<file path="src/rtl/ros_pkg.sv">
// ---------------------------------------------------------------------------
// ros_pkg: shared definitions for the retransmission output scaler
// Field widths, register indexes, calibration codes, reset values and the
// drive clamp used by the core.
// ---------------------------------------------------------------------------
package ros_pkg;

  // field widths
  localparam int PV_W       = 16;
  localparam int DRV_W      = 11;
  localparam int CFG_IDX_W  = 3;
  localparam int CFG_DATA_W = 16;
  localparam int MAG_W      = 12;   // |output_high - low drive| fits here
  localparam int SPAN_W     = 17;   // input_high - input_low
  localparam int PROD_W     = PV_W + MAG_W;
  localparam int LO_W       = 13;   // extrapolated low drive, signed
  localparam int SUM_W      = 14;   // interpolated result, signed

  // register indexes
  localparam logic [CFG_IDX_W-1:0] REG_INPUT_LOW   = 3'd0;
  localparam logic [CFG_IDX_W-1:0] REG_INPUT_HIGH  = 3'd1;
  localparam logic [CFG_IDX_W-1:0] REG_OUTPUT_LOW  = 3'd2;
  localparam logic [CFG_IDX_W-1:0] REG_OUTPUT_HIGH = 3'd3;
  localparam logic [CFG_IDX_W-1:0] REG_ZERO_BASED  = 3'd4;
  localparam logic [CFG_IDX_W-1:0] REG_CALIB_MODE  = 3'd5;

  // calibration modes
  localparam logic [1:0] CAL_NORMAL     = 2'd0;
  localparam logic [1:0] CAL_FORCE_LOW  = 2'd1;
  localparam logic [1:0] CAL_FORCE_HIGH = 2'd2;
  localparam logic [1:0] CAL_HOLD       = 2'd3;

  // register reset values
  localparam logic [PV_W-1:0]  RST_INPUT_LOW   = 16'd0;
  localparam logic [PV_W-1:0]  RST_INPUT_HIGH  = 16'd1000;
  localparam logic [DRV_W-1:0] RST_OUTPUT_LOW  = 11'd400;
  localparam logic [DRV_W-1:0] RST_OUTPUT_HIGH = 11'd2000;

  localparam logic [DRV_W-1:0] DRIVE_MIN = 11'd1;
  localparam logic [DRV_W-1:0] DRIVE_MAX = 11'd2047;

  // status of the serial multiply/divide unit
  typedef struct packed {
    logic busy;
    logic done;
  } md_stat_t;

  // floor at one, saturate at full scale
  function automatic logic [DRV_W-1:0] clamp_drive(input logic signed [SUM_W-1:0] r);
    logic [DRV_W-1:0] res;
    if (r < $signed(SUM_W'(1))) begin
      res = DRIVE_MIN;
    end else if (r > $signed({{(SUM_W-DRV_W){1'b0}}, DRIVE_MAX})) begin
      res = DRIVE_MAX;
    end else begin
      res = r[DRV_W-1:0];
    end
    return res;
  endfunction

endpackage

</file>
<file path="src/rtl/ros_if.sv">
// ---------------------------------------------------------------------------
// ros_if: channel interfaces of the retransmission output scaler
// Sample, result and configuration write channels with valid/ready.
// ---------------------------------------------------------------------------
interface ros_sample_if;
  logic                            valid;
  logic                            ready;
  logic signed [ros_pkg::PV_W-1:0] process_value;
  logic                            editing_hold;

  modport source (output valid, process_value, editing_hold, input ready);
  modport sink   (input valid, process_value, editing_hold, output ready);
endinterface

interface ros_result_if;
  logic                       valid;
  logic                       ready;
  logic [ros_pkg::DRV_W-1:0]  drive_value;
  logic [7:0]                 pwm_coarse;
  logic [2:0]                 pwm_fine;

  modport source (output valid, drive_value, pwm_coarse, pwm_fine, input ready);
  modport sink   (input valid, drive_value, pwm_coarse, pwm_fine, output ready);
endinterface

interface ros_cfg_if;
  logic                            valid;
  logic                            ready;
  logic [ros_pkg::CFG_IDX_W-1:0]   index;
  logic [ros_pkg::CFG_DATA_W-1:0]  data;

  modport source (output valid, index, data, input ready);
  modport sink   (input valid, index, data, output ready);
endinterface

</file>
<file path="src/rtl/ros_muldiv.sv">
// ---------------------------------------------------------------------------
// ros_muldiv: serial multiply then divide
// Forms a*b one multiplier bit per cycle, then divides by span one quotient
// bit per cycle with a restoring divider. The quotient is known to fit in
// MAG_W bits because a < span.
// ---------------------------------------------------------------------------
module ros_muldiv (
  input  logic                        clk,
  input  logic                        rst,
  input  logic                        start,
  input  logic [ros_pkg::PV_W-1:0]    mul_a,
  input  logic [ros_pkg::MAG_W-1:0]   mul_b,
  input  logic [ros_pkg::SPAN_W-1:0]  span,
  output logic [ros_pkg::MAG_W-1:0]   quotient,
  output ros_pkg::md_stat_t           stat
);
  import ros_pkg::*;

  localparam logic [1:0] MD_IDLE = 2'd0;
  localparam logic [1:0] MD_MUL  = 2'd1;
  localparam logic [1:0] MD_DIV  = 2'd2;
  localparam int CNT_W = $clog2(MAG_W);
  localparam logic [CNT_W-1:0] CNT_LAST = CNT_W'(MAG_W - 1);

  logic [1:0]        phase;
  logic [CNT_W-1:0]  count;
  logic              done;
  logic [PV_W-1:0]   a_r;
  logic [MAG_W-1:0]  b_sh;
  logic [SPAN_W-1:0] span_r;
  logic [PROD_W-1:0] acc;
  logic [PROD_W-1:0] acc_step;
  logic [SPAN_W-1:0] rem;
  logic [MAG_W-1:0]  low_sh;

  logic [SPAN_W:0]   trial;
  logic [SPAN_W:0]   trial_diff;

  // one shift-add step of the product
  assign acc_step = {acc[PROD_W-2:0], 1'b0} + (b_sh[MAG_W-1] ? {{MAG_W{1'b0}}, a_r} : '0);

  // one restoring step: shift in the next dividend bit, try the subtract
  assign trial      = {rem, low_sh[MAG_W-1]};
  assign trial_diff = trial - {1'b0, span_r};

  // sequence the multiply and divide passes
  always_ff @(posedge clk) begin
    if (rst) begin
      phase <= MD_IDLE;
      count <= '0;
      done  <= 1'b0;
    end else begin
      done <= 1'b0;
      unique case (phase)
        MD_IDLE: begin
          if (start) begin
            phase <= MD_MUL;
            count <= '0;
          end
        end
        MD_MUL: begin
          if (count == CNT_LAST) begin
            phase <= MD_DIV;
            count <= '0;
          end else begin
            count <= count + 1'b1;
          end
        end
        MD_DIV: begin
          if (count == CNT_LAST) begin
            phase <= MD_IDLE;
            done  <= 1'b1;
          end else begin
            count <= count + 1'b1;
          end
        end
        default: begin
          phase <= MD_IDLE;
        end
      endcase
    end
  end

  // datapath: shift-add product, then quotient bits shift into low_sh
  always_ff @(posedge clk) begin
    if (phase == MD_IDLE && start) begin
      a_r    <= mul_a;
      b_sh   <= mul_b;
      span_r <= span;
      acc    <= '0;
    end else if (phase == MD_MUL) begin
      acc  <= acc_step;
      b_sh <= {b_sh[MAG_W-2:0], 1'b0};
    end
    if (phase == MD_MUL && count == CNT_LAST) begin
      // high part is below span, so the quotient needs only MAG_W bits
      rem    <= {1'b0, acc_step[PROD_W-1:MAG_W]};
      low_sh <= acc_step[MAG_W-1:0];
    end else if (phase == MD_DIV) begin
      if (!trial_diff[SPAN_W]) begin
        rem <= trial_diff[SPAN_W-1:0];
      end else begin
        rem <= trial[SPAN_W-1:0];
      end
      low_sh <= {low_sh[MAG_W-2:0], ~trial_diff[SPAN_W]};
    end
  end

  assign quotient  = low_sh;
  assign stat.busy = (phase != MD_IDLE);
  assign stat.done = done;

`ifndef ASSERT_OFF
  a_rem_below_span: assert property (@(posedge clk) disable iff (rst)
    (phase == MD_DIV) |-> (rem < span_r))
    else $error("divider remainder not below span");

  a_done_after_div: assert property (@(posedge clk) disable iff (rst)
    done |-> ($past(phase) == MD_DIV && phase == MD_IDLE))
    else $error("done without a finished divide pass");

  a_no_restart: assert property (@(posedge clk) disable iff (rst)
    (phase == MD_MUL && count != CNT_LAST) |=> (phase == MD_MUL))
    else $error("multiply pass cut short");
`endif

endmodule

</file>
<file path="src/rtl/retransmission_output_scaler_core.sv">
// ---------------------------------------------------------------------------
// retransmission_output_scaler_core: one retransmission output channel
// Scales a process value into an eleven bit drive code with PWM split.
// ---------------------------------------------------------------------------
// Usage:
//   cfg    - register writes (index, data); ready whenever out of reset,
//            write only while the block is idle. Indexes beyond calib_mode
//            are ignored.
//   sample - process_value and editing_hold; one beat is taken at a time,
//            ready is high only while no sample is in progress.
//   result - drive_value, pwm_coarse, pwm_fine; one beat per sample.
// Sequence: forced, held and out-of-range samples are loaded into res on
//   acceptance and move to the output register from the S_FIN state.
//   Interpolated samples first run through the serial multiplier, one
//   multiplier bit at a time, and the restoring divider, one quotient bit
//   at a time, before res is loaded. A new sample is taken only once the
//   previous one has left S_FIN; the multiply/divide unit sets the pace.
// Reset: registers return to 0/1000/400/2000/0/0 and the held drive to 0;
//   both input channels hold ready low while reset is asserted.
// Stall: a result waits in the output register; a finished sample waits
//   in place until the register frees, and no new sample is taken.
// ---------------------------------------------------------------------------
module retransmission_output_scaler_core (
  input  logic  clk,
  input  logic  rst,
  ros_cfg_if.sink      cfg,
  ros_sample_if.sink   sample,
  ros_result_if.source result
);
  import ros_pkg::*;

  localparam logic [1:0] S_IDLE = 2'd0;
  localparam logic [1:0] S_MATH = 2'd1;
  localparam logic [1:0] S_FIN  = 2'd2;

  // configuration registers
  logic signed [PV_W-1:0] input_low;
  logic signed [PV_W-1:0] input_high;
  logic [DRV_W-1:0]       output_low;
  logic [DRV_W-1:0]       output_high;
  logic                   zero_based_mode;
  logic [1:0]             calib_mode;

  // control and result state
  logic [1:0]             state;
  logic [DRV_W-1:0]       res;
  logic [DRV_W-1:0]       held_output;
  logic                   out_valid;
  logic signed [LO_W-1:0] lo_r;
  logic                   m_neg_r;

  logic                   accept;
  logic [SUM_W-1:0]       five_ol;
  logic signed [LO_W+1:0] x;
  logic signed [LO_W+1:0] x_adj;
  logic signed [LO_W+1:0] x_quarter;
  logic signed [LO_W-1:0] lo_drive;
  logic signed [SUM_W-1:0] m;
  logic [SUM_W-1:0]       m_mag;
  logic [SPAN_W-1:0]      diff;
  logic [SPAN_W-1:0]      span;
  logic                   at_low;
  logic                   at_high;
  logic [MAG_W-1:0]       quotient;
  logic signed [SUM_W-1:0] q_signed;
  logic signed [SUM_W-1:0] interp;
  md_stat_t               md_stat;

  assign accept     = sample.valid && sample.ready;
  assign sample.ready = (state == S_IDLE) && !rst;
  assign cfg.ready  = !rst;

  // register writes
  always_ff @(posedge clk) begin
    if (rst) begin
      input_low       <= RST_INPUT_LOW;
      input_high      <= RST_INPUT_HIGH;
      output_low      <= RST_OUTPUT_LOW;
      output_high     <= RST_OUTPUT_HIGH;
      zero_based_mode <= 1'b0;
      calib_mode      <= CAL_NORMAL;
    end else if (cfg.valid) begin
      unique case (cfg.index)
        REG_INPUT_LOW:   input_low       <= cfg.data;
        REG_INPUT_HIGH:  input_high      <= cfg.data;
        REG_OUTPUT_LOW:  output_low      <= cfg.data[DRV_W-1:0];
        REG_OUTPUT_HIGH: output_high     <= cfg.data[DRV_W-1:0];
        REG_ZERO_BASED:  zero_based_mode <= cfg.data[0];
        REG_CALIB_MODE:  calib_mode      <= cfg.data[1:0];
        default: begin
        end
      endcase
    end
  end

  // low drive: output_low, or (5*low - high)/4 truncated toward zero
  assign five_ol   = {1'b0, output_low, 2'b00} + {3'b000, output_low};
  assign x         = $signed({1'b0, five_ol}) - $signed({4'b0000, output_high});
  assign x_adj     = x + (x[LO_W+1] ? (LO_W+2)'(3) : '0);
  assign x_quarter = x_adj >>> 2;
  assign lo_drive  = zero_based_mode ? $signed({2'b00, output_low})
                                     : x_quarter[LO_W-1:0];

  // slope numerator, magnitude and sign
  assign m     = $signed({3'b000, output_high}) - $signed({lo_drive[LO_W-1], lo_drive});
  assign m_mag = m[SUM_W-1] ? (-m) : m;

  // limit tests and interpolation operands
  assign at_low  = (sample.process_value <= input_low);
  assign at_high = (sample.process_value >= input_high);
  assign diff = {sample.process_value[PV_W-1], sample.process_value}
              - {input_low[PV_W-1], input_low};
  assign span = {input_high[PV_W-1], input_high} - {input_low[PV_W-1], input_low};

  ros_muldiv u_muldiv (
    .clk      (clk),
    .rst      (rst),
    .start    (accept && calib_mode == CAL_NORMAL && !sample.editing_hold &&
               !at_low && !at_high),
    .mul_a    (diff[PV_W-1:0]),
    .mul_b    (m_mag[MAG_W-1:0]),
    .span     (span),
    .quotient (quotient),
    .stat     (md_stat)
  );

  // apply sign, add back the low drive
  assign q_signed = m_neg_r ? -$signed({2'b00, quotient}) : $signed({2'b00, quotient});
  assign interp   = q_signed + $signed({lo_r[LO_W-1], lo_r});

  // sample sequencing
  always_ff @(posedge clk) begin
    if (rst) begin
      state <= S_IDLE;
    end else begin
      unique case (state)
        S_IDLE: begin
          if (accept) begin
            state <= (calib_mode == CAL_NORMAL && !sample.editing_hold &&
                      !at_low && !at_high) ? S_MATH : S_FIN;
          end
        end
        S_MATH: begin
          if (md_stat.done) begin
            state <= S_FIN;
          end
        end
        S_FIN: begin
          if (!out_valid || result.ready) begin
            state <= S_IDLE;
          end
        end
        default: begin
          state <= S_IDLE;
        end
      endcase
    end
  end

  // pick the drive for the sample
  always_ff @(posedge clk) begin
    if (accept) begin
      lo_r    <= lo_drive;
      m_neg_r <= m[SUM_W-1];
      unique case (calib_mode)
        CAL_FORCE_LOW:  res <= output_low;
        CAL_FORCE_HIGH: res <= output_high;
        CAL_HOLD:       res <= held_output;
        default: begin
          priority if (sample.editing_hold) begin
            res <= held_output;
          end else if (at_low) begin
            res <= clamp_drive($signed({lo_drive[LO_W-1], lo_drive}));
          end else if (at_high) begin
            res <= clamp_drive($signed({3'b000, output_high}));
          end else begin
            res <= res;
          end
        end
      endcase
    end else if (state == S_MATH && md_stat.done) begin
      res <= clamp_drive(interp);
    end
  end

  // output register, which also holds the previous drive
  always_ff @(posedge clk) begin
    if (rst) begin
      out_valid   <= 1'b0;
      held_output <= '0;
    end else begin
      if (state == S_FIN && (!out_valid || result.ready)) begin
        out_valid   <= 1'b1;
        held_output <= res;
      end else if (result.ready) begin
        out_valid <= 1'b0;
      end
    end
  end

  assign result.valid       = out_valid;
  assign result.drive_value = held_output;
  assign result.pwm_coarse  = held_output[DRV_W-1:3];
  assign result.pwm_fine    = held_output[2:0];

`ifndef ASSERT_OFF
  a_idle_unit: assert property (@(posedge clk) disable iff (rst)
    (state == S_IDLE) |-> !md_stat.busy)
    else $error("divider busy while no sample in progress");

  a_done_in_math: assert property (@(posedge clk) disable iff (rst)
    md_stat.done |-> (state == S_MATH))
    else $error("divider result with no sample waiting");

  a_force_low: assert property (@(posedge clk) disable iff (rst)
    (accept && calib_mode == CAL_FORCE_LOW) |=> (state == S_FIN && res == $past(output_low)))
    else $error("forced low drive not loaded");

  a_load_frees: assert property (@(posedge clk) disable iff (rst)
    (state == S_FIN && (!out_valid || result.ready)) |=> (out_valid && held_output == $past(res)))
    else $error("finished drive not moved to output register");
`endif

endmodule
</file>
<file path="src/flat_wrapper.sv">
// flat-port wrapper written by rule: the top's interface ports become plain ports
module retransmission_output_scaler_core_flat import ros_pkg::*;
  (clk, rst, cfg_valid, cfg_index, cfg_data, cfg_ready, sample_valid, sample_process_value, sample_editing_hold, sample_ready, result_valid, result_drive_value, result_pwm_coarse, result_pwm_fine, result_ready);
  ros_cfg_if cfg_i ();
  ros_sample_if sample_i ();
  ros_result_if result_i ();
  input  logic clk;
  input  logic rst;
  input wire logic [$bits(cfg_i.valid)-1:0] cfg_valid;
  input wire logic [$bits(cfg_i.index)-1:0] cfg_index;
  input wire logic [$bits(cfg_i.data)-1:0] cfg_data;
  output wire logic [$bits(cfg_i.ready)-1:0] cfg_ready;
  input wire logic [$bits(sample_i.valid)-1:0] sample_valid;
  input wire logic [$bits(sample_i.process_value)-1:0] sample_process_value;
  input wire logic [$bits(sample_i.editing_hold)-1:0] sample_editing_hold;
  output wire logic [$bits(sample_i.ready)-1:0] sample_ready;
  output wire logic [$bits(result_i.valid)-1:0] result_valid;
  output wire logic [$bits(result_i.drive_value)-1:0] result_drive_value;
  output wire logic [$bits(result_i.pwm_coarse)-1:0] result_pwm_coarse;
  output wire logic [$bits(result_i.pwm_fine)-1:0] result_pwm_fine;
  input wire logic [$bits(result_i.ready)-1:0] result_ready;
  assign cfg_i.valid = cfg_valid;
  assign cfg_i.index = cfg_index;
  assign cfg_i.data = cfg_data;
  assign cfg_ready = cfg_i.ready;
  assign sample_i.valid = sample_valid;
  assign sample_i.process_value = sample_process_value;
  assign sample_i.editing_hold = sample_editing_hold;
  assign sample_ready = sample_i.ready;
  assign result_valid = result_i.valid;
  assign result_drive_value = result_i.drive_value;
  assign result_pwm_coarse = result_i.pwm_coarse;
  assign result_pwm_fine = result_i.pwm_fine;
  assign result_i.ready = result_ready;
  retransmission_output_scaler_core u_core (.clk(clk), .rst(rst), .cfg(cfg_i), .sample(sample_i), .result(result_i));
endmodule
</file>
<file path="config.mk">
export PLATFORM = sky130hd
export DESIGN_NAME = retransmission_output_scaler_core_flat
export DESIGN_NICKNAME = d
export VERILOG_FILES = /design/src/rtl/ros_pkg.sv /design/src/rtl/ros_if.sv /design/src/rtl/ros_muldiv.sv /design/src/rtl/retransmission_output_scaler_core.sv /design/src/flat_wrapper.sv
export SDC_FILE = /design/constraint.sdc
export NUM_CORES = 1
export LEC_CHECK = 0
export BUFFER_PORTS_ARGS = -buffer_cell sky130_fd_sc_hd__buf_4
export CAP_MARGIN = 10
export CORE_ASPECT_RATIO = 1.1
export CORE_UTILIZATION = 30
export CTS_CLUSTER_DIAMETER = 30
export DETAILED_ROUTE_END_ITERATION = 7
export GPL_TIMING_DRIVEN = 0
export HOLD_SLACK_MARGIN = 0.15
export PLACE_DENSITY = 0.53
export SLEW_MARGIN = 20
export SYNTH_ARGS = -nofsm -noshare
export SYNTH_HDL_FRONTEND = slang
export SYNTH_HIERARCHICAL = 1
export SYNTH_SLANG_ARGS = --single-unit
</file>
<file path="constraint.sdc">
create_clock -name clk -period 11.9 [get_ports clk]
set_clock_uncertainty 0.1 [all_clocks]
set_input_delay 0.595 -clock clk [delete_from_list [all_inputs] [get_ports clk]]
set_output_delay 0.595 -clock clk [all_outputs]
set_load 0.05 [all_outputs]
</file>
---- Word-level counts from Yosys, hierarchy flattened ----
Index checks and enable logic that the tools add are counted.
Widths: inputs -> output; s select.
cells by class
  add/subtract/negate cells ............... 12
  equal/unequal tests ..................... 21
  multiplexer cells ....................... 39
  order comparisons ....................... 7
  reduce and logical (&&, ||, !) cells .... 39
  bitwise gates (word level) .............. 2
operators by type and width
  operator              count
  $mux 11               10
  $mux 12               5
  $mux 16               3
  $pmux 11 s3           1
  $add 28x16->28        1
  $sub 18x17->18        1
  $mux 17               1
  $sub 16x16->17        1
  $ge 16x16->1          1
  $le 16x16->1          1
  $mux 2                8
  $sub 16x16->16        1
  $add 15x15->15        1
  $sub 14x11->15        1
  $add 13x11->14        1
  $add 14x13->14        1
  $gt 14x12->1 const B  1
  $lt 14x2->1 const B   1
  $mux 14               1
  $neg 12->14           1
  $reduce_and 2->1      7
  $sub 12x13->14        1
  $gt 13x12->1 const B  1
  $logic_and 1x1->1     13
  other kinds (27)      56
storage, ports and cells
  output and inout bits ................... 25
  bits in registers ....................... 204
  input port bits ......................... 41

---- Longest topological paths before layout ----
Gate-level depths: netlist (run 1).
  word-level depth ........................ 12
  gate-level depth with buffers ........... 31

---- Cells and area by module ----
The synthesis (run 1) kept the hierarchy.
by module, submodules not included
  module                             cells an instance  sequential area each (µm²)  area an instance (µm²)  instances
  retransmission_output_scaler_core  1,192              2,172.1                     9,127.5                 1
  ros_muldiv                         597                2,892.8                     6,103.4                 1

---- Least setup slack after synthesis (run 1) ----
OpenSTA, ideal clock, no wires.
  kind .................................... register to register
  start ................................... register u_core.output_low[6]
  end ..................................... register u_core.u_muldiv.b_sh[11], data pin
  setup slack ............................. 5,546 ps
  setup time .............................. 253 ps
  arrival time ............................ 6,001 ps
  data required time ...................... 11,547 ps
  stages on the path, launching flop included .. 30
  buffers on the path ..................... 0
  cell sequence ........................... dfxtp_1 > inv_1 > fa_1 > inv_1 > ha_1 > nand4_2 > o2111ai_2 > nor2_1 > nand2_1 > inv_1 > ha_1 > nor4b_4 > a21oi_4 > nand2b_1 > xnor2_1 > mux2i_1 > ha_1 > a21o_1 > a41oi_1 > nor3_1 > a2111oi_4 > o2111ai_1 > a311o_1 > a21o_1 > xor2_2 > o41ai_4 > xor2_1 > o21ai_1 > nand2_1 > nand2_1
on the way
  cells in the longest elaborated chain, start to end .. 9
ends and longest elaborated chain
  what                      RTL line                                  text
  start: declaration        retransmission_output_scaler_core.sv:39   logic [DRV_W-1:0] output_low;
  start signal: assignment  retransmission_output_scaler_core.sv:86   REG_OUTPUT_LOW: output_low <= cfg.data[DRV_W-1:0];
  $add 13x11->14            retransmission_output_scaler_core.sv:97   assign five_ol = {1'b0, output_low, 2'b00} + {3'b000, output_low};
  $sub 14x11->15            retransmission_output_scaler_core.sv:98   assign x = $signed({1'b0, five_ol}) - $signed({4'b0000, output_high});
  $mux 2                    retransmission_output_scaler_core.sv:99   assign x_adj = x + (x[LO_W+1] ? (LO_W+2)'(3) : '0);
  $add 15x15->15            retransmission_output_scaler_core.sv:99
  $mux 13 (*)               retransmission_output_scaler_core.sv:101  assign lo_drive = zero_based_mode ? $signed({2'b00, output_low})
  $sub 12x13->14 (*)        retransmission_output_scaler_core.sv:105  assign m = $signed({3'b000, output_high}) - $signed({lo_drive[LO_W-1], lo_drive});
  $neg 12->12               retransmission_output_scaler_core.sv:106  assign m_mag = m[SUM_W-1] ? (-m) : m;
  $mux 12 (*)               retransmission_output_scaler_core.sv:106
  net u_core.m_mag[11]      retransmission_output_scaler_core.sv:59   logic [SUM_W-1:0] m_mag;
  $mux 12 (*)               ros_muldiv.sv:86                          if (phase == MD_IDLE && start) begin
  end signal: assignment    ros_muldiv.sv:88                          b_sh <= mul_b;
  end signal: assignment    ros_muldiv.sv:93                          b_sh <= {b_sh[MAG_W-2:0], 1'b0};
  end: declaration          ros_muldiv.sv:29                          logic [MAG_W-1:0] b_sh;
The timed path passes the listed nets; every way through them passes the cells marked *.
A chain may end at the register's enable or synchronous reset.

---- Worst setup path in the final report (run 1) ----
  start ................................... register u_core.output_low[3]
  end ..................................... register u_core.u_muldiv.b_sh[11], data pin
Same word-level chain as after synthesis.

==> run metrics, run 1 <==
Yosys reg bits 204; Die Y-Extent 238 um; P per Cell Area 177 mW/mm^2; Core Util, Final 36.4%; Post-Syn Instances 1789; area of the die 0.0517 sq mm; sequential area share after synthesis 33.3%; Worst Reg-to-Reg Cells 29; Synth top cells by count nand2_1, inv_1, nor2_1; total stage count of the critical path 29; CP Capture Type flop; Syn. warnings 6; Worst-Margin Slew 1080 ps; WHS Path Cells 3; Antenna diodes 0; Worst path max stage delay 590 ps; I/O pin count 66; Synth area leaders edfxtp_1, dfxtp_1, ha_1, nand2_1, a21oi_1; Hold Path Origin cfg_data[12]; Mapped Nets 1968; max-cap violations 0; CP dominant cell by count nand2_1; Sw Pwr 0.00111 W; Data required, critical path 12120 ps; Pleak 7.38 nW; Buf+Inv Stages, Crit Path 3; CTS Buffer Depth 3; gpl congestion 0.866; grt peak-use layer met2; grt met2 use 29.2%; final net count 2084; global-route wire length before repair 70.3 mm; critical-path maximum fanout 8; Routed Antenna Nets 0; Async SR Flop Fraction 0%; clock-pin slew on the worst setup and hold paths 50 ps; RSZ-0062 raised after global routing no; Fin. Hold Viols 0; share of cells above drive strength 1 11.4%; Synth-to-Final Area Change 19.9%; mapped cell area 0.0152 sq mm; Initial DRC Count 638; num rows 86; root buffer cell clkbuf_16; Die W 217 um; FF-to-FF Start u_core/output_low[3]$_SDFFE_PP0P_; drt pass-1 iters 6; Syn Area/Cell 8.51 sq um; power share of the clock group 40.4%; Crit Path Class reg2reg; Synth Flop Type dfxtp_1; crit path from u_core/output_low[3]$_SDFFE_PP0P_; CTS tree done; Sw Share 34.3%; final period utilization 64.7%; most frequent cell after synthesis nand2_1; via count 13037; max-slew violations 0; vias per inst 5.01; relative slew slack 27.8%; Post-synth EDFFs 98; later-pin clock latency in the skew report 570 ps; global-route met3 utilization 2.22%; H-tree levels 2; Post-CTS Setup Inserts 0; worst hold path type in2reg; drt wl/cell 17.2 um; CP max stage cell mux2i_1; crit-path leading delay family compound AO/OA/AOI/OAI gates; Int Pwr 0.00212 W; final wirelength 44.7 mm; CTS buffer count 47; sequential power share 27.5%; PortBufs 64; initial core utilization 30.4%; Setup crit start kind flop; gr ovfl total 0; R2R setup slack 4200 ps; post_cts resized 0; met1 Resource Use GR 22.8%; WP data arrival 7930 ps; post-DP HPWL 35.8 mm; VDD IR max 0.0000976 V; post-synth cell types 103; TNS Setup 0 ps; Core ar. 0.0501 sq mm; initial antenna violation count 0; area leader, netlist edfxtp_1; cts hold-fix bufs 0; All-Layer GR Usage 17.4%; largest net degree at the start of global routing 24; Fmax achieved 130 MHz; Yosys top cell area share 19.3%; setup violators final 0; CTS sink cnt 204; number of global-route vias before repair 13010; # DRC 0; Comb pwr share 32.1%; Tmin final 7700 ps; status complete, no violations
power groups by stage:
stage,logic (W),clock network (W),registers [W]
final,0.00103,0.00131,0.000888
after global routing,0.00114,0.00137,0.000896
after CTS,0.00103,0.00133,0.000888
after detailed placement,0.00102,0,0.000899
after global placement,0.00101,0,0.000897
after floorplan,0.000764,0,0.000889
final cells by class:
class / count / area (sq um)
clock buffer: 63 / 1350
fill: 5231 / 31900
timing repair buffer: 67 / 543
inverter: 171 / 642
tap: 660 / 826
multi-input combinational: 1346 / 9190
clock inverter: 24 / 294
sequential: 204 / 5060
buffer: 68 / 349
kinds of logic (layout without fill, tap and decap cells):
| group | after synthesis | count (layout) | synth area share, % |
|---|---|---|---|
| AOI/OAI and AO/OA | 447 | 447 | 19.4 |
| xor gates and xnor gates | 101 | 101 | 6.08 |
| adders and majority gates | 139 | 139 | 12.2 |
| buffers and inverters | 239 | 393 | 6.49 |
| DFF | 204 | 204 | 33.3 |
| muxes | 69 | 69 | 4.67 |
| and+or+nand+nor | 590 | 590 | 18.0 |
flip-flops by register name (all words and copies together) (netlist names):
| signal | count |
|---|---|
| u_core/result.drive_value | 11 |
| u_core/result.valid | 1 |
| u_core/input_high | 16 |
| u_core/u_muldiv/acc | 27 |
| u_core/m_neg_r | 1 |
| u_core/u_muldiv/span_r | 17 |
| u_core/u_muldiv/rem | 17 |
| u_core/lo_r | 13 |
| u_core/u_muldiv/phase | 2 |
| u_core/u_muldiv/b_sh | 12 |
| u_core/u_muldiv/done | 1 |
| u_core/u_muldiv/quotient | 12 |
| u_core/output_low | 11 |
| u_core/res | 11 |
| u_core/u_muldiv/a_r | 16 |
| u_core/calib_mode | 2 |
| u_core/u_muldiv/count | 4 |
| u_core/input_low | 16 |
| u_core/state | 2 |
| u_core/zero_based_mode | 1 |
| u_core/output_high | 11 |
layout by cell type, fill, tap and decap left out, types with 19 or more instances in the layout:
master / synthesis / final
and3_1: 19 / 19
clkbuf_16: 0 / 50
nand2_1: 249 / 249
ha_1: 122 / 122
dfxtp_1: 106 / 106
nand3_1: 28 / 28
and2_1: 27 / 27
buf_4: 13 / 78
xor2_1: 24 / 24
o21ai_0: 109 / 108
nor2b_1: 24 / 24
mux2i_1: 62 / 62
edfxtp_1: 98 / 98
nor3_1: 19 / 19
nor2_1: 144 / 144
inv_1: 167 / 167
clkbuf_1: 44 / 50
xnor2_1: 73 / 73
a21oi_1: 129 / 129
a21boi_0: 21 / 21
final timing paths:
| check | to |
|---|---|
| setup / recovery | u_core/u_muldiv/b_sh[11]$_DFFE_PP_ |
| hold / removal | u_core/input_low[12]$_SDFFE_PP0P_ |
| setup reg to reg | u_core/u_muldiv/b_sh[11]$_DFFE_PP_ |
| hold reg to reg | u_core/input_low[9]$_SDFFE_PP0P_ |
worst register-to-register path: cells and delay by family (launching register included):
family | cells | cell delay [ps]
multiplexers | 1 | 590
buffers and inverters | 3 | 390
XOR/XNOR | 3 | 470
flip-flops | 1 | 480
AO/OA/AOI/OAI | 11 | 2890
AND/OR/NAND/NOR | 7 | 1100
adder cells (fa/ha/maj) | 4 | 1440
layer usage:
| metal | up-vias | share of wire, % |
|---|---|---|
| li1 | 6546 | - |
| met3 | 62 | 3.9 |
| met2 | 261 | 47 |
| met4 | 0 | 2.8 |
| met1 | 6168 | 47 |
| met5 | - | 0 |
per-stage QoR:
stage               cells  hold slack [ps]  cell area, sq um  power [W]  setup slack, ps
floorplan            1789              336             15200    0.00165             5550
global placement     2513              345             16500    0.00190             3930
detailed placement   2516              348             16600    0.00192             4200
CTS                  2603              155             18300    0.00325             4200
global route         2603              181             18300    0.00340             3710
finish               2603              185             18300    0.00323             4200
(Power assumes the default switching activity.)
==> inputs of run 2 (changes only) <==
Settings changed: PLACE_DENSITY 0.53 to 0.54.
Clock period 11.9 ns to 6.2 ns, I/O delays scaled along.
==> run 2 against run 1 <==
Clock-buffer cell count down 6. Combinational power up 130%. Critical path depth down 1. Worst hold slack better by 7.7 ps. Final area up 6.3%. Core utilization up 2.3 points. Power up 100%. Cell count up 3.1%. Maximum frequency up 23%. The flow now finishes with violations (negative setup slack). Clock power up 89%. Worst setup slack worse by 4300 ps.
==> run metrics, run 2 (synthesis results as in run 1) <==
status complete, but fails checks; failing checks negative setup slack; drt wl/cell 17.1 um; Int Pwr 0.00427 W; Core ar. 0.0501 sq mm; TNS Setup -98.9 ps; Routed Antenna Nets 0; FILL cells 5107; Synth-to-Final Area Change 27.4%; CTS tree done; most used cells in the layout excluding fill and tap cells nand2_1, inv_1, buf_4; Setup crit start kind flop; WHS Path Cells 4; gr ovfl total 0; I/O pin count 66; R2R Path End u_core/u_muldiv/b_sh[11]$_DFFE_PP_; Sw Share 34.5%; final net count 2166; worst hold path type in2reg; CP Capture Type flop; later-pin clock latency in the skew report 570 ps; gpl congestion 0.890; Data required, critical path 6420 ps; Die Y-Extent 238 um; power share of the clock group 37.8%; Antenna diodes 0; sequential power share 26.0%; Fin. Hold Viols 0; FF-to-FF Start u_core/output_high[10]$_SDFFE_PP1P_; max-cap violations 0; max-slew violations 0; Worst-Margin Slew 1110 ps; CTS buffer count 45; PortBufs 64; Worst path max stage delay 560 ps; VDD IR max 0.000218 V; P per Cell Area 336 mW/mm^2; initial antenna violation count 1; initial core utilization 30.4%; RSZ-0062 raised after global routing yes; CTS sink cnt 204; fin worst setup slack -73.8 ps; hold worst-path end u_core/u_muldiv/a_r[4]$_DFFE_PP_; H-tree levels 2; # DRC 0; All-Layer GR Usage 17.8%; Hold Path Origin sample_process_value[4]; num rows 86; setup violators final 3; R2R setup slack -70 ps; largest net degree at the start of global routing 33; Sw Pwr 0.00225 W; Worst Reg-to-Reg Cells 28; CP dominant cell by count nand2_1; final wirelength 45.9 mm; via count 13463; Initial DRC Count 754; relative slew slack 25.3%; Pleak 7.79 nW; Biggest register u_core/u_muldiv/acc; root buffer cell clkbuf_16; Comb pwr share 36.1%; CTS Buffer Depth 3; most common cell after layout, fill and taps aside nand2_1; pre-CTS WS -1240 ps; post-DP HPWL 35.4 mm; WP data arrival 6500 ps; drt pass-1 iters 5; global-route wire length before repair 72.3 mm; area of the die 0.0517 sq mm; share of cells above drive strength 1 17.9%; critical-path maximum fanout 7; number of global-route vias before repair 13376; CP max stage cell xnor2_1; Tmin final 6270 ps; Fmax achieved 159 MHz; Crit Path Class reg2reg; vias per inst 5.02; Die W 217 um; clock-pin slew on the worst setup and hold paths 40 ps; Largest regs u_core/u_muldiv/acc (27), u_core/u_muldiv/rem (17), u_core/u_muldiv/span_r (17); Largest register FFs 27; final period utilization 101%
-- run 2: cell types whose count changed in the layout (fill, tap and decap cells not counted), moves of 10 or more --
cell	delta
dlygate4sd3_1	+25
buf_4	+59
inv_1	-13
dfxtp_1	-15
dfxtp_4	+11
nor2_1	-10
-- run 2: power by group through the flow --
| stage | Clock [W] | Sequential (W) | Combinational (W) |
|---|---|---|---|
| after floorplan | 0 | 0.00171 | 0.00147 |
| after global placement | 0 | 0.00172 | 0.00195 |
| after detailed placement | 0 | 0.00172 | 0.00197 |
| after CTS | 0.00252 | 0.00170 | 0.00219 |
| after global routing | 0.00258 | 0.00171 | 0.00256 |
| final | 0.00247 | 0.00170 | 0.00236 |
-- run 2: layout make-up --
type	instances	area [sq um]	area share, %
Clock buffer	57	1200	6.19
Inverter	171	657	3.38
Tap cell	660	826	4.26
Buffer	68	363	1.87
Timing Repair Buffer	151	1230	6.33
Clock inverter	26	397	2.04
Sequential cell	204	5110	26.3
Multi-Input combinational cell	1346	9620	49.6
-- run 2: worst max-delay path, delay by kind of cell (launching register included) --
| kind | cells | cell delay [ps] |
|---|---|---|
| AND/OR/NAND/NOR | 11 | 1570 |
| buffers and inverters | 3 | 310 |
| XOR/XNOR | 3 | 870 |
| AO/OA/AOI/OAI | 6 | 1230 |
| adder cells (fa/ha/maj) | 4 | 1340 |
| multiplexers | 1 | 200 |
| flip-flops | 1 | 420 |
-- run 2: worst max path at each step --
stage	slack, ps	start	end	depth (start not counted)
2_1_floorplan	2	u_core/output_low[3]$_SDFFE_PP0P_	u_core/u_muldiv/b_sh[11]$_DFFE_PP_	29
3_3_place_gp	-1370	sample_process_value[0]	u_core/u_muldiv/span_r[13]$_DFFE_PP_	20
3_5_place_dp	-1240	u_core/output_low[3]$_SDFFE_PP0P_	u_core/u_muldiv/b_sh[11]$_DFFE_PP_	29
4_1_cts	4	u_core/output_low[2]$_SDFFE_PP0P_	u_core/u_muldiv/b_sh[11]$_DFFE_PP_	29
5_1_grt	-330	u_core/output_low[7]$_SDFFE_PP1P_	u_core/u_muldiv/b_sh[11]$_DFFE_PP_	29
6_report	-70	u_core/output_high[10]$_SDFFE_PP1P_	u_core/u_muldiv/b_sh[11]$_DFFE_PP_	28
-- run 2: metrics by stage --
step	hold WS [ps]	utilization, %	cells	power, W	cell area, sq um
after floorplan	279	-	1789	0.00318	15300
after global placement	344	33.0	2513	0.00367	16600
after detailed placement	348	33.1	2515	0.00370	16600
after CTS	154	38.1	2670	0.00640	19100
after global routing	200	38.7	2683	0.00686	19400
final	192	38.7	2683	0.00652	19400
-- run 2: repair_timing --
item / in CTS / in global routing
resized for setup: 76 / 69
pin swaps: 27 / 15
setup buffers: 47 / 12
cloned: 0 / 1
hold buffers: 25 / 0
endpoints found under the setup margin: 21 / 55
hold endpoints to repair: 67 / 0
-- run 2: metal layers --
metal | vias to the layer above | share of wire (%) | global-route usage (%)
met5 | - | 0.028 | 0
met4 | 2 | 2.9 | 6.64
met3 | 79 | 4.9 | 2.19
met2 | 373 | 47 | 29.9
met1 | 6298 | 45 | 23.4
li1 | 6711 | - | -
